===== config.mk =====
export PLATFORM = sky130hd
export DESIGN_NAME = iir_direct_form_one_filter
export DESIGN_NICKNAME = d
export VERILOG_FILES = /design/src/hdl/iirdf1_pkg.sv /design/src/hdl/iir_direct_form_one_filter.sv /design/src/hdl/iirdf1_ram.sv /design/src/hdl/iirdf1_mac.sv
export SDC_FILE = /design/constraint.sdc
export NUM_CORES = 2
export LEC_CHECK = 0
export BUFFER_PORTS_ARGS = -buffer_cell sky130_fd_sc_hd__buf_2
export CAP_MARGIN = 5
export CORE_UTILIZATION = 64
export DETAILED_ROUTE_END_ITERATION = 8
export PLACE_DENSITY = 0.92
export SLEW_MARGIN = 20
export SYNTH_ARGS = -nofsm -noshare
export SYNTH_HDL_FRONTEND = slang
export SYNTH_HIERARCHICAL = 1
export SYNTH_SLANG_ARGS = --single-unit

===== constraint.sdc =====
create_clock -name i_clk -period 7.2 [get_ports i_clk]
set_input_delay 1.08 -clock i_clk [delete_from_list [all_inputs] [get_ports i_clk]]
set_output_delay 1.08 -clock i_clk [all_outputs]
set_load 0.02 [all_outputs]

===== src/hdl/iirdf1_pkg.sv =====
// Shared types and constants for the direct form I IIR filter.
// No dependencies; imported by the filter top level and its multiply-accumulate.
package iirdf1_pkg;

    // fixed field widths
    localparam int SAMPLE_BITS   = 16;
    localparam int COEF_BITS     = 24;
    localparam int FRAC_SHIFT    = COEF_BITS - 4;
    localparam int ORDER_BITS    = 4;
    localparam int IDX_BITS      = 4;
    localparam int CFG_IDX_BITS  = 1;
    localparam int CFG_DATA_BITS = 4;

    // default for the top level parameter
    localparam int MAX_ORDER_DEF = 8;

    // reset value of both order registers
    localparam logic [ORDER_BITS-1:0] ORDER_RESET = 4'd2;

    // request operation codes
    localparam logic [1:0] OP_SAMPLE = 2'd0;
    localparam logic [1:0] OP_COEF   = 2'd1;
    localparam logic [1:0] OP_FLUSH  = 2'd2;

    // coefficient banks
    localparam logic SET_FF = 1'b0;
    localparam logic SET_FB = 1'b1;

    // configuration register indexes
    localparam logic [CFG_IDX_BITS-1:0] CFG_POLE_ORDER = 1'b0;
    localparam logic [CFG_IDX_BITS-1:0] CFG_ZERO_ORDER = 1'b1;

    typedef struct packed {
        logic [1:0]                   op;
        logic signed [SAMPLE_BITS-1:0] sample_in;
        logic                         coef_set;
        logic [IDX_BITS-1:0]          coef_index;
        logic signed [COEF_BITS-1:0]  coef_value;
    } t_in_req;

    typedef struct packed {
        logic signed [SAMPLE_BITS-1:0] sample_out;
        logic                          last;
    } t_out_req;

    // sequencer to multiply-accumulate control
    typedef struct packed {
        logic clear;
        logic tap_v;
        logic neg;
    } t_mac_ctl;

endpackage


===== src/hdl/iir_direct_form_one_filter.sv =====
// Direct form I IIR filter: sequencer, history and coefficient memories, output register.
// Depends on iirdf1_pkg, iirdf1_ram and iirdf1_mac.
//
//   channel  | direction | handshake              | payload
//   ---------+-----------+------------------------+-----------------------
//   in       | input     | i_in_valid / o_in_stall | i_in  (t_in_req)
//   out      | output    | o_out_valid / i_out_stall | o_out (t_out_req)
//   cfg      | input     | i_cfg_we               | i_cfg_index, i_cfg_data
//
// A sample request runs the filter step: history write, feedforward taps, feedback taps
// (N, M the clamped orders, one shared multiplier walks every tap), two drain states and
// rounding; the next request is taken only once the result is registered. A flush repeats
// the step N times; a coefficient write is done in idle. After reset a clearing pass
// over 2*(MAX_ORDER+1) addresses zeroes both memories while input stalls. Output stall
// holds the sequencer at rounding only, while a result still waits in the output register.
module iir_direct_form_one_filter #(
    parameter int MAX_ORDER = iirdf1_pkg::MAX_ORDER_DEF
) (
    input  logic                                   i_clk,
    input  logic                                   i_rst_n,
    input  logic                                   i_in_valid,
    output logic                                   o_in_stall,
    input  iirdf1_pkg::t_in_req                    i_in,
    output logic                                   o_out_valid,
    input  logic                                   i_out_stall,
    output iirdf1_pkg::t_out_req                   o_out,
    input  logic                                   i_cfg_we,
    input  logic [iirdf1_pkg::CFG_IDX_BITS-1:0]    i_cfg_index,
    input  logic [iirdf1_pkg::CFG_DATA_BITS-1:0]   i_cfg_data
);
    import iirdf1_pkg::*;

    localparam int TAPS  = MAX_ORDER + 1;
    localparam int TAP_W = $clog2(TAPS);
    localparam int AW    = $clog2(2 * TAPS);

    typedef enum logic [2:0] {
        ST_CLEAR,
        ST_IDLE,
        ST_XWR,
        ST_FF,
        ST_FB,
        ST_DRAIN1,
        ST_DRAIN2,
        ST_ROUND
    } t_state;

    t_state                        r_state;
    logic [ORDER_BITS-1:0]         r_pole;
    logic [ORDER_BITS-1:0]         r_zero;
    logic [TAP_W-1:0]              r_ptr;
    logic [TAP_W-1:0]              r_rd_ptr;
    logic [TAP_W-1:0]              r_tap;
    logic [TAP_W-1:0]              r_remain;
    logic [SAMPLE_BITS-1:0]        r_x;
    logic [AW-1:0]                 r_clr_addr;
    logic                          r_iss_v;
    logic                          r_iss_neg;
    logic                          r_out_valid;
    t_out_req                      r_out;

    logic [TAP_W-1:0]              ord_n;
    logic [TAP_W-1:0]              ord_m;
    logic [TAP_W-1:0]              ptr_next;
    logic [TAP_W-1:0]              ptr_dec;
    logic [TAP_W-1:0]              rd_dec;
    logic                          in_acc;
    logic                          fire;

    logic                          coef_we;
    logic [AW-1:0]                 coef_waddr;
    logic [COEF_BITS-1:0]          coef_wdata;
    logic [AW-1:0]                 coef_raddr;
    logic [COEF_BITS-1:0]          coef_rdata;
    logic                          hist_we;
    logic [AW-1:0]                 hist_waddr;
    logic [SAMPLE_BITS-1:0]        hist_wdata;
    logic [AW-1:0]                 hist_raddr;
    logic [SAMPLE_BITS-1:0]        hist_rdata;
    t_mac_ctl                      mac_ctl;
    logic signed [SAMPLE_BITS-1:0] mac_y;

    // orders above MAX_ORDER saturate
    assign ord_n = (int'(r_zero) > MAX_ORDER) ? TAP_W'(MAX_ORDER) : TAP_W'(r_zero);
    assign ord_m = (int'(r_pole) > MAX_ORDER) ? TAP_W'(MAX_ORDER) : TAP_W'(r_pole);

    // history rings: r_ptr marks the newest entry, older entries sit below it
    assign ptr_next = (r_ptr == TAP_W'(MAX_ORDER)) ? '0 : r_ptr + 1'b1;
    assign ptr_dec  = (r_ptr == '0) ? TAP_W'(MAX_ORDER) : r_ptr - 1'b1;
    assign rd_dec   = (r_rd_ptr == '0) ? TAP_W'(MAX_ORDER) : r_rd_ptr - 1'b1;

    assign o_in_stall  = (r_state != ST_IDLE);
    assign in_acc      = i_in_valid && !o_in_stall;
    assign fire        = (r_state == ST_ROUND) && (!r_out_valid || !i_out_stall);
    assign o_out_valid = r_out_valid;
    assign o_out       = r_out;

    // coefficient memory: b at 0..TAPS-1, a at TAPS..2*TAPS-1
    always_comb begin
        coef_we    = 1'b0;
        coef_waddr = r_clr_addr;
        coef_wdata = '0;
        if (r_state == ST_CLEAR) begin
            coef_we = 1'b1;
        end else if (in_acc && i_in.op == OP_COEF
                     && int'(i_in.coef_index) <= MAX_ORDER) begin
            coef_we    = 1'b1;
            coef_waddr = (i_in.coef_set == SET_FB)
                         ? AW'(TAPS) + AW'(i_in.coef_index)
                         : AW'(i_in.coef_index);
            coef_wdata = i_in.coef_value;
        end
    end

    // history memory: inputs at 0..TAPS-1, outputs at TAPS..2*TAPS-1
    always_comb begin
        hist_we    = 1'b0;
        hist_waddr = r_clr_addr;
        hist_wdata = '0;
        unique case (r_state)
            ST_CLEAR: begin
                hist_we = 1'b1;
            end
            ST_XWR: begin
                hist_we    = 1'b1;
                hist_waddr = AW'(ptr_next);
                hist_wdata = r_x;
            end
            ST_ROUND: begin
                hist_we    = fire;
                hist_waddr = AW'(TAPS) + AW'(r_ptr);
                hist_wdata = mac_y;
            end
            default: begin
            end
        endcase
    end

    always_comb begin
        if (r_state == ST_FB) begin
            coef_raddr = AW'(TAPS) + AW'(r_tap);
            hist_raddr = AW'(TAPS) + AW'(r_rd_ptr);
        end else begin
            coef_raddr = AW'(r_tap);
            hist_raddr = AW'(r_rd_ptr);
        end
    end

    assign mac_ctl = '{clear: (r_state == ST_XWR), tap_v: r_iss_v, neg: r_iss_neg};

    always_ff @(posedge i_clk) begin
        if (!i_rst_n) begin
            r_state     <= ST_CLEAR;
            r_clr_addr  <= '0;
            r_ptr       <= '0;
            r_rd_ptr    <= '0;
            r_tap       <= '0;
            r_remain    <= '0;
            r_iss_v     <= 1'b0;
            r_iss_neg   <= 1'b0;
            r_out_valid <= 1'b0;
            r_pole      <= ORDER_RESET;
            r_zero      <= ORDER_RESET;
        end else begin
            if (i_cfg_we) begin
                unique case (i_cfg_index)
                    CFG_POLE_ORDER: r_pole <= i_cfg_data;
                    CFG_ZERO_ORDER: r_zero <= i_cfg_data;
                    default: begin
                    end
                endcase
            end

            if (r_out_valid && !i_out_stall) begin
                r_out_valid <= 1'b0;
            end

            r_iss_v   <= 1'b0;
            r_iss_neg <= 1'b0;

            unique case (r_state)
                ST_CLEAR: begin
                    r_clr_addr <= r_clr_addr + 1'b1;
                    if (r_clr_addr == AW'(2 * TAPS - 1)) begin
                        r_state <= ST_IDLE;
                    end
                end
                ST_IDLE: begin
                    if (in_acc) begin
                        case (i_in.op)
                            OP_SAMPLE: begin
                                r_x      <= i_in.sample_in;
                                r_remain <= TAP_W'(1);
                                r_state  <= ST_XWR;
                            end
                            OP_FLUSH: begin
                                r_x      <= '0;
                                r_remain <= ord_n;
                                if (ord_n != '0) begin
                                    r_state <= ST_XWR;
                                end
                            end
                            default: begin
                            end
                        endcase
                    end
                end
                ST_XWR: begin
                    r_ptr    <= ptr_next;
                    r_rd_ptr <= ptr_next;
                    r_tap    <= '0;
                    r_state  <= ST_FF;
                end
                ST_FF: begin
                    r_iss_v <= 1'b1;
                    if (r_tap == ord_n) begin
                        if (ord_m == '0) begin
                            r_state <= ST_DRAIN1;
                        end else begin
                            r_tap    <= TAP_W'(1);
                            r_rd_ptr <= ptr_dec;
                            r_state  <= ST_FB;
                        end
                    end else begin
                        r_tap    <= r_tap + 1'b1;
                        r_rd_ptr <= rd_dec;
                    end
                end
                ST_FB: begin
                    r_iss_v   <= 1'b1;
                    r_iss_neg <= 1'b1;
                    if (r_tap == ord_m) begin
                        r_state <= ST_DRAIN1;
                    end else begin
                        r_tap    <= r_tap + 1'b1;
                        r_rd_ptr <= rd_dec;
                    end
                end
                ST_DRAIN1: begin
                    r_state <= ST_DRAIN2;
                end
                ST_DRAIN2: begin
                    r_state <= ST_ROUND;
                end
                ST_ROUND: begin
                    // hold until the output register frees up
                    if (fire) begin
                        r_out_valid      <= 1'b1;
                        r_out.sample_out <= mac_y;
                        r_out.last       <= (r_remain == TAP_W'(1));
                        if (r_remain == TAP_W'(1)) begin
                            r_state <= ST_IDLE;
                        end else begin
                            r_remain <= r_remain - 1'b1;
                            r_state  <= ST_XWR;
                        end
                    end
                end
                default: begin
                    r_state <= ST_IDLE;
                end
            endcase
        end
    end

    iirdf1_ram #(
        .WIDTH (COEF_BITS),
        .DEPTH (2 * TAPS)
    ) u_coef_ram (
        .i_clk   (i_clk),
        .i_we    (coef_we),
        .i_waddr (coef_waddr),
        .i_wdata (coef_wdata),
        .i_raddr (coef_raddr),
        .o_rdata (coef_rdata)
    );

    iirdf1_ram #(
        .WIDTH (SAMPLE_BITS),
        .DEPTH (2 * TAPS)
    ) u_hist_ram (
        .i_clk   (i_clk),
        .i_we    (hist_we),
        .i_waddr (hist_waddr),
        .i_wdata (hist_wdata),
        .i_raddr (hist_raddr),
        .o_rdata (hist_rdata)
    );

    iirdf1_mac #(
        .MAX_ORDER (MAX_ORDER)
    ) u_mac (
        .i_clk   (i_clk),
        .i_rst_n (i_rst_n),
        .i_ctl   (mac_ctl),
        .i_coef  (coef_rdata),
        .i_hist  (hist_rdata),
        .o_y     (mac_y)
    );

    a_last_on_final: assert property (@(posedge i_clk) disable iff (!i_rst_n)
        (fire && r_remain == TAP_W'(1)) |=> (o_out_valid && o_out.last))
        else $error("final result of a request lacks last");

    a_remain_nonzero: assert property (@(posedge i_clk) disable iff (!i_rst_n)
        (r_state == ST_XWR) |-> (r_remain != '0))
        else $error("filter step started with no result owed");

    a_issue_origin: assert property (@(posedge i_clk) disable iff (!i_rst_n)
        r_iss_v |-> $past(r_state == ST_FF || r_state == ST_FB))
        else $error("tap issued outside the tap walk");

    a_ring_range: assert property (@(posedge i_clk) disable iff (!i_rst_n)
        (r_state == ST_FF || r_state == ST_FB) |->
            (int'(r_rd_ptr) <= MAX_ORDER && int'(r_tap) <= MAX_ORDER))
        else $error("history ring pointer out of range");

endmodule


===== src/hdl/iirdf1_ram.sv =====
// Generic simple dual-port RAM: one write port, one read port, registered read.
// No dependencies.
module iirdf1_ram #(
    parameter int WIDTH = 16,
    parameter int DEPTH = 18
) (
    input  logic                     i_clk,
    input  logic                     i_we,
    input  logic [$clog2(DEPTH)-1:0] i_waddr,
    input  logic [WIDTH-1:0]         i_wdata,
    input  logic [$clog2(DEPTH)-1:0] i_raddr,
    output logic [WIDTH-1:0]         o_rdata
);

    logic [WIDTH-1:0] r_mem [DEPTH];
    logic [WIDTH-1:0] r_rdata;

    always_ff @(posedge i_clk) begin
        if (i_we) begin
            r_mem[i_waddr] <= i_wdata;
        end
        r_rdata <= r_mem[i_raddr];
    end

    assign o_rdata = r_rdata;

endmodule


===== src/hdl/iirdf1_mac.sv =====
// Shared multiply-accumulate of the IIR filter, with round and saturate.
// Depends on iirdf1_pkg.
module iirdf1_mac #(
    parameter int MAX_ORDER = iirdf1_pkg::MAX_ORDER_DEF
) (
    input  logic                                  i_clk,
    input  logic                                  i_rst_n,
    input  iirdf1_pkg::t_mac_ctl                  i_ctl,
    input  logic [iirdf1_pkg::COEF_BITS-1:0]      i_coef,
    input  logic [iirdf1_pkg::SAMPLE_BITS-1:0]    i_hist,
    output logic signed [iirdf1_pkg::SAMPLE_BITS-1:0] o_y
);
    import iirdf1_pkg::*;

    localparam int PROD_BITS = SAMPLE_BITS + COEF_BITS;
    localparam int SUM_BITS  = PROD_BITS + $clog2(2 * MAX_ORDER + 1) + 1;
    localparam int ACC_BITS  = (SUM_BITS > 64) ? 64 : SUM_BITS;
    localparam int QW        = ACC_BITS - FRAC_SHIFT;

    localparam logic signed [ACC_BITS-1:0] HALF =
        {{(ACC_BITS - FRAC_SHIFT + 1){1'b0}}, {(FRAC_SHIFT - 1){1'b0}}} |
        (ACC_BITS'(1) << (FRAC_SHIFT - 1));
    localparam logic signed [QW-1:0] Q_MAX =
        {{(QW - SAMPLE_BITS + 1){1'b0}}, {(SAMPLE_BITS - 1){1'b1}}};
    localparam logic signed [QW-1:0] Q_MIN = ~Q_MAX;

    logic                        r_prod_v;
    logic                        r_prod_neg;
    logic signed [PROD_BITS-1:0] r_prod;
    logic signed [ACC_BITS-1:0]  r_acc;
    logic signed [ACC_BITS-1:0]  prod_ext;
    logic signed [ACC_BITS-1:0]  rnd;
    logic signed [QW-1:0]        q;

    assign prod_ext = ACC_BITS'(r_prod);

    always_ff @(posedge i_clk) begin
        if (!i_rst_n) begin
            r_prod_v <= 1'b0;
        end else begin
            r_prod_v <= i_ctl.tap_v;
        end
        r_prod_neg <= i_ctl.neg;
        r_prod     <= $signed(i_coef) * $signed(i_hist);
        if (i_ctl.clear) begin
            r_acc <= '0;
        end else if (r_prod_v) begin
            // feedback taps subtract
            r_acc <= r_prod_neg ? (r_acc - prod_ext) : (r_acc + prod_ext);
        end
    end

    // round to nearest, ties up, then saturate
    assign rnd = r_acc + HALF;
    assign q   = rnd[ACC_BITS-1:FRAC_SHIFT];

    always_comb begin
        if (q > Q_MAX) begin
            o_y = Q_MAX[SAMPLE_BITS-1:0];
        end else if (q < Q_MIN) begin
            o_y = Q_MIN[SAMPLE_BITS-1:0];
        end else begin
            o_y = q[SAMPLE_BITS-1:0];
        end
    end

endmodule

==> impl_summary.txt <==
----------------------------------------------------
[Synthesis]
  Count of cell types in the netlist ... roughly 100
  Ys flop type ... sky130_fd_sc_hd__edfxtp_1
  Post-synth ARST share ... 0%
  Register area share after synthesis ... between 40% and 50%
  Cells after synthesis ... 4142
  Summed instance area of the synthesized netlist ... 52700 um2
  Average instance area after synthesis ... roughly 13 um2
  Number of warning messages in the yosys log ... 6
  Syn Nets ... ~4700
  Synthesis-stage register bit count ... around 920
  Number of synthesized flops with an enable pin ... 753

[Die]
  Vertical die dimension ... 289 um
  Width of the die ... about 290 um
  Placeable core region ... between 80000 and 90000 um2
  Number of standard-cell rows in the floorplan ... roughly 100
  Effective utilization at floorplan ... 65.1%
  Number of top-level pins ... 76
  Total die area ... approximately 83000 um2

[STA]
  Slew at the pin closest to its max-slew limit ... about 1300 ps
  PnR worst setup slack ... between 20 and 30 ps
  Final critical-path share of the clock period ... around 100%
  Maximum achievable frequency ... 139 MHz
  Count of endpoints failing setup in the final report ... 0
  Max Transition Viols Final ... 0
  Worst-case headroom to the max-slew limit ... approximately 15%
  Hold violation count in the final report ... 0
  Setup Skew ... between 40 and 50 ps
  Final worst path period need ... about 7000 ps

[Global routing]
  Final global-route overflow total ... 0
  Pin count of the biggest net entering global routing ... about 80
  Number of global-route vias before repair ... ~37000
  Tot GR Track Use ... a little over a third
  Antenna violations before repair ... 10
  Global-route wire length before repair ... roughly 220 mm

[Routing]
  Number of nets with antenna violations after detailed routing ... 0
  Vias post-DR ... approximately 37000
  Drt initial violations ... 5921
  Vias per inst ... about 7
  Routed len/inst ... between 20 and 30 um
  Final routed DRC violation total ... 0
  Sum of routed wire length over all layers ... 154 mm
  Iteration count of the initial detailed-routing pass ... 9

[Outcome]
  Run status ... completed

[Clock network]
  Clock tree root driver cell ... sky130_fd_sc_hd__clkbuf_16
  Cts bufs inserted ... 89
  Maximum buffer depth of the clock tree ... 3
  CTS H-Tree Depth ... 3
  Sink Count ... approximately 900
  Post-CTS Hold Buffers ... 0
  Clk Latency, worst-skew pair ... around 700 ps
  Clock tree from TritonCTS ... built
  Clock-pin slew on the worst setup and hold paths ... around 70 ps

[Cells and area]
  Fill cell total of the finished layout ... approximately 4600
  Number of cells in the finished layout apart from fillers ... 5342
  Util after Layout ... between 70% and 80%
  Final #Nets ... around 4800
  P&R area growth vs syn ... 8.72%
  Proportion of layout cells with a drive suffix above 1 ... ~13%

[Placement]
  Placer's final routability congestion estimate ... 0.959
  Setup slack after placement ... around 220 ps
  Input/output buffers ... 75
  Number of placed instances with taps included ... 5168
  HPWL after DPL ... 87.7 mm

[Worst setup path]
  Critical path cell sequence ... clkinvlp_4, buf_12, nor2_1, fa_1, fa_1, fa_1, fa_1, fa_1, inv_1, fa_1, inv_1, ha_1, nand3_1, nor3b_1, nor3_1, and3b_1, a21boi_0, buf_4, a311o_1, a21oi_1, o211ai_1, a21oi_1, xnor2_1
  Setup crit start kind ... flop
  Element type at the critical path end ... flop
  Slowest cell on crit path ... sky130_fd_sc_hd__fa_1
  Kind of critical path ... flop to flop
  Crit path DAT ... approximately 7700 ps
  Buf+Inv Stages, Crit Path ... 5
  Data required time of the worst path ... between 7000 and 8000 ps
  Worst-path fanout max ... 10
  Critical path's most frequent cell ... sky130_fd_sc_hd__fa_1
  Crit-path leading delay family ... adder cells
  CP max stage delay ... between 500 and 600 ps

[Worst hold path]
  Min-delay worst type ... flop to flop

[Flow run]
  Max_cap viols ... 0

----------------------------------------------------
-- placed cells by master, fill, tap and decap left out, types with 11 or more instances in the layout --
cell type	instances
sky130_fd_sc_hd__a211oi_1	14
sky130_fd_sc_hd__a21o_1	37
sky130_fd_sc_hd__a21oi_1	126
sky130_fd_sc_hd__a221oi_1	45
sky130_fd_sc_hd__a22o_1	17
sky130_fd_sc_hd__a31oi_1	20
sky130_fd_sc_hd__and2_1	201
sky130_fd_sc_hd__and3_1	17
sky130_fd_sc_hd__buf_2	75
sky130_fd_sc_hd__buf_4	91
sky130_fd_sc_hd__clkbuf_1	17
sky130_fd_sc_hd__clkbuf_16	89
sky130_fd_sc_hd__clkinv_1	23
sky130_fd_sc_hd__clkinv_2	12
sky130_fd_sc_hd__dfxtp_1	145
sky130_fd_sc_hd__dfxtp_2	18
sky130_fd_sc_hd__edfxtp_1	753
sky130_fd_sc_hd__fa_1	375
sky130_fd_sc_hd__ha_1	158
sky130_fd_sc_hd__inv_1	495
sky130_fd_sc_hd__mux2_2	42
sky130_fd_sc_hd__mux2i_1	155
sky130_fd_sc_hd__mux4_2	120
sky130_fd_sc_hd__nand2_1	365
sky130_fd_sc_hd__nand2b_1	30
sky130_fd_sc_hd__nand3_1	43
sky130_fd_sc_hd__nand4_1	17
sky130_fd_sc_hd__nor2_1	173
sky130_fd_sc_hd__nor2_2	17
sky130_fd_sc_hd__nor2b_1	12
sky130_fd_sc_hd__nor3_1	32
sky130_fd_sc_hd__o211ai_1	52
sky130_fd_sc_hd__o21ai_0	67
sky130_fd_sc_hd__o21ai_1	47
sky130_fd_sc_hd__o21bai_1	11
sky130_fd_sc_hd__xnor2_1	118
sky130_fd_sc_hd__xor2_1	44
-- worst reg2reg max path: cells and delay by family, from the launching register on --
kind / cells / cell delay, ps
adder cells (fa/ha/maj): 7 / 3550
XOR/XNOR: 1 / 110
AO/OA/AOI/OAI: 5 / 1170
buffers and inverters: 5 / 660
flip-flops: 1 / 440
AND/OR/NAND/NOR: 5 / 1090
-- layer usage --
metal  up-vias  global-route usage, %  routed length (um)
met5         -                 0.0568                  82
met4        10                   22.4               12300
met3      1092                   10.5               22400
met2      3906                   55.9               70300
met1     17700                   44.5               49400
li1      14500                      -                   -
-- synthesized netlist by cell type (31+ instances only) --
library cell | number | share of area [%]
sky130_fd_sc_hd__dfxtp_1 | 163 | 6.2
sky130_fd_sc_hd__mux2_2 | 42 | 0.90
sky130_fd_sc_hd__nand2b_1 | 31 | 0.37
sky130_fd_sc_hd__clkbuf_1 | 128 | 0.91
sky130_fd_sc_hd__nor3_1 | 40 | 0.38
sky130_fd_sc_hd__xnor2_1 | 121 | 2.0
sky130_fd_sc_hd__and2_1 | 201 | 2.4
sky130_fd_sc_hd__o211ai_1 | 52 | 0.74
sky130_fd_sc_hd__buf_2 | 33 | 0.31
sky130_fd_sc_hd__o21ai_1 | 46 | 0.44
sky130_fd_sc_hd__mux4_2 | 120 | 5.1
sky130_fd_sc_hd__nand2_1 | 366 | 2.6
sky130_fd_sc_hd__nor2_1 | 190 | 1.4
sky130_fd_sc_hd__a21o_1 | 37 | 0.53
sky130_fd_sc_hd__edfxtp_1 | 753 | 43
sky130_fd_sc_hd__a21oi_1 | 126 | 1.2
sky130_fd_sc_hd__o21ai_0 | 69 | 0.66
sky130_fd_sc_hd__mux2i_1 | 155 | 2.9
sky130_fd_sc_hd__fa_1 | 375 | 14
sky130_fd_sc_hd__inv_1 | 498 | 3.5
sky130_fd_sc_hd__xor2_1 | 44 | 0.73
sky130_fd_sc_hd__ha_1 | 158 | 3.8
sky130_fd_sc_hd__a221oi_1 | 45 | 0.75
sky130_fd_sc_hd__nand3_1 | 43 | 0.41
-- kinds of logic (layout without fill, tap and decap cells) --
group | count (synthesis) | count (layout) | share of synthesized area (%)
and+or+nand+nor | 981 | 981 | 8.99
DFF | 916 | 916 | 49.1
buffers and inverters | 700 | 837 | 5.40
adders and majority gates | 533 | 533 | 18.0
AOI/OAI and AO/OA | 530 | 530 | 6.79
muxes | 317 | 317 | 8.97
xor gates and xnor gates | 165 | 165 | 2.74
other | 0 | 3 | 0
-- timing repair --
action / in CTS / in global routing
setup endpoints to repair: 0 / 6
gates resized for setup: 0 / 19
setup buffers: 0 / 4
-- stage by stage --
step                hold slack [ps]  area, um2  TNS, ps
global route                    345      57300     -145
detailed placement              333      54300        0
CTS                             330      57200        0
floorplan                       310      52700        0
global placement                311      54300        0
finish                          332      57300        0
-- path summary, 6_finish.rpt --
kind / slack, ps / cells past startpoint / endpoint / startpoint
hold reg to reg: 330 / 0 / u_mac/r_prod_neg / r_iss_neg
setup reg to reg: 30 / 23 / u_mac/r_prod[39] / u_hist_ram/o_rdata[15]
hold / removal: 330 / 0 / u_mac/r_prod_neg / r_iss_neg
setup / recovery: 30 / 23 / u_mac/r_prod[39] / u_hist_ram/o_rdata[15]
-- flip-flops by register name, summed over array words and instances, names as in the netlist --
register            count
u_coef_ram/r_mem      432
u_hist_ram/r_mem      288
u_mac/r_acc            46
u_mac/r_prod           40
u_coef_ram/o_rdata     24
o_out                  17
r_x                    16
u_hist_ram/o_rdata     16
r_clr_addr              5
r_pole                  4
r_ptr                   4
r_rd_ptr                4
r_remain                4
r_tap                   4
r_zero                  4
r_state                 3
o_out_valid             1
r_iss_neg               1
r_iss_v                 1
u_mac/r_prod_neg        1
u_mac/r_prod_v          1
-- cell type report --
class,instances,area [um2],area share [%]
Sequential cell,916,25900,45.2
Tap cell,1060,1330,2.32
Antenna cell,3,7.51,0.0131
Multi-Input combinational cell,2526,24100,42.1
Clock buffer,109,2330,4.07
Inverter,501,1890,3.30
Timing Repair Buffer,171,1150,2.01
Clock inverter,56,571,0.996
Power is left out: the tool's default activity adds up to more than one toggle a clock period on the data nets, which glitch-free logic cannot reach.
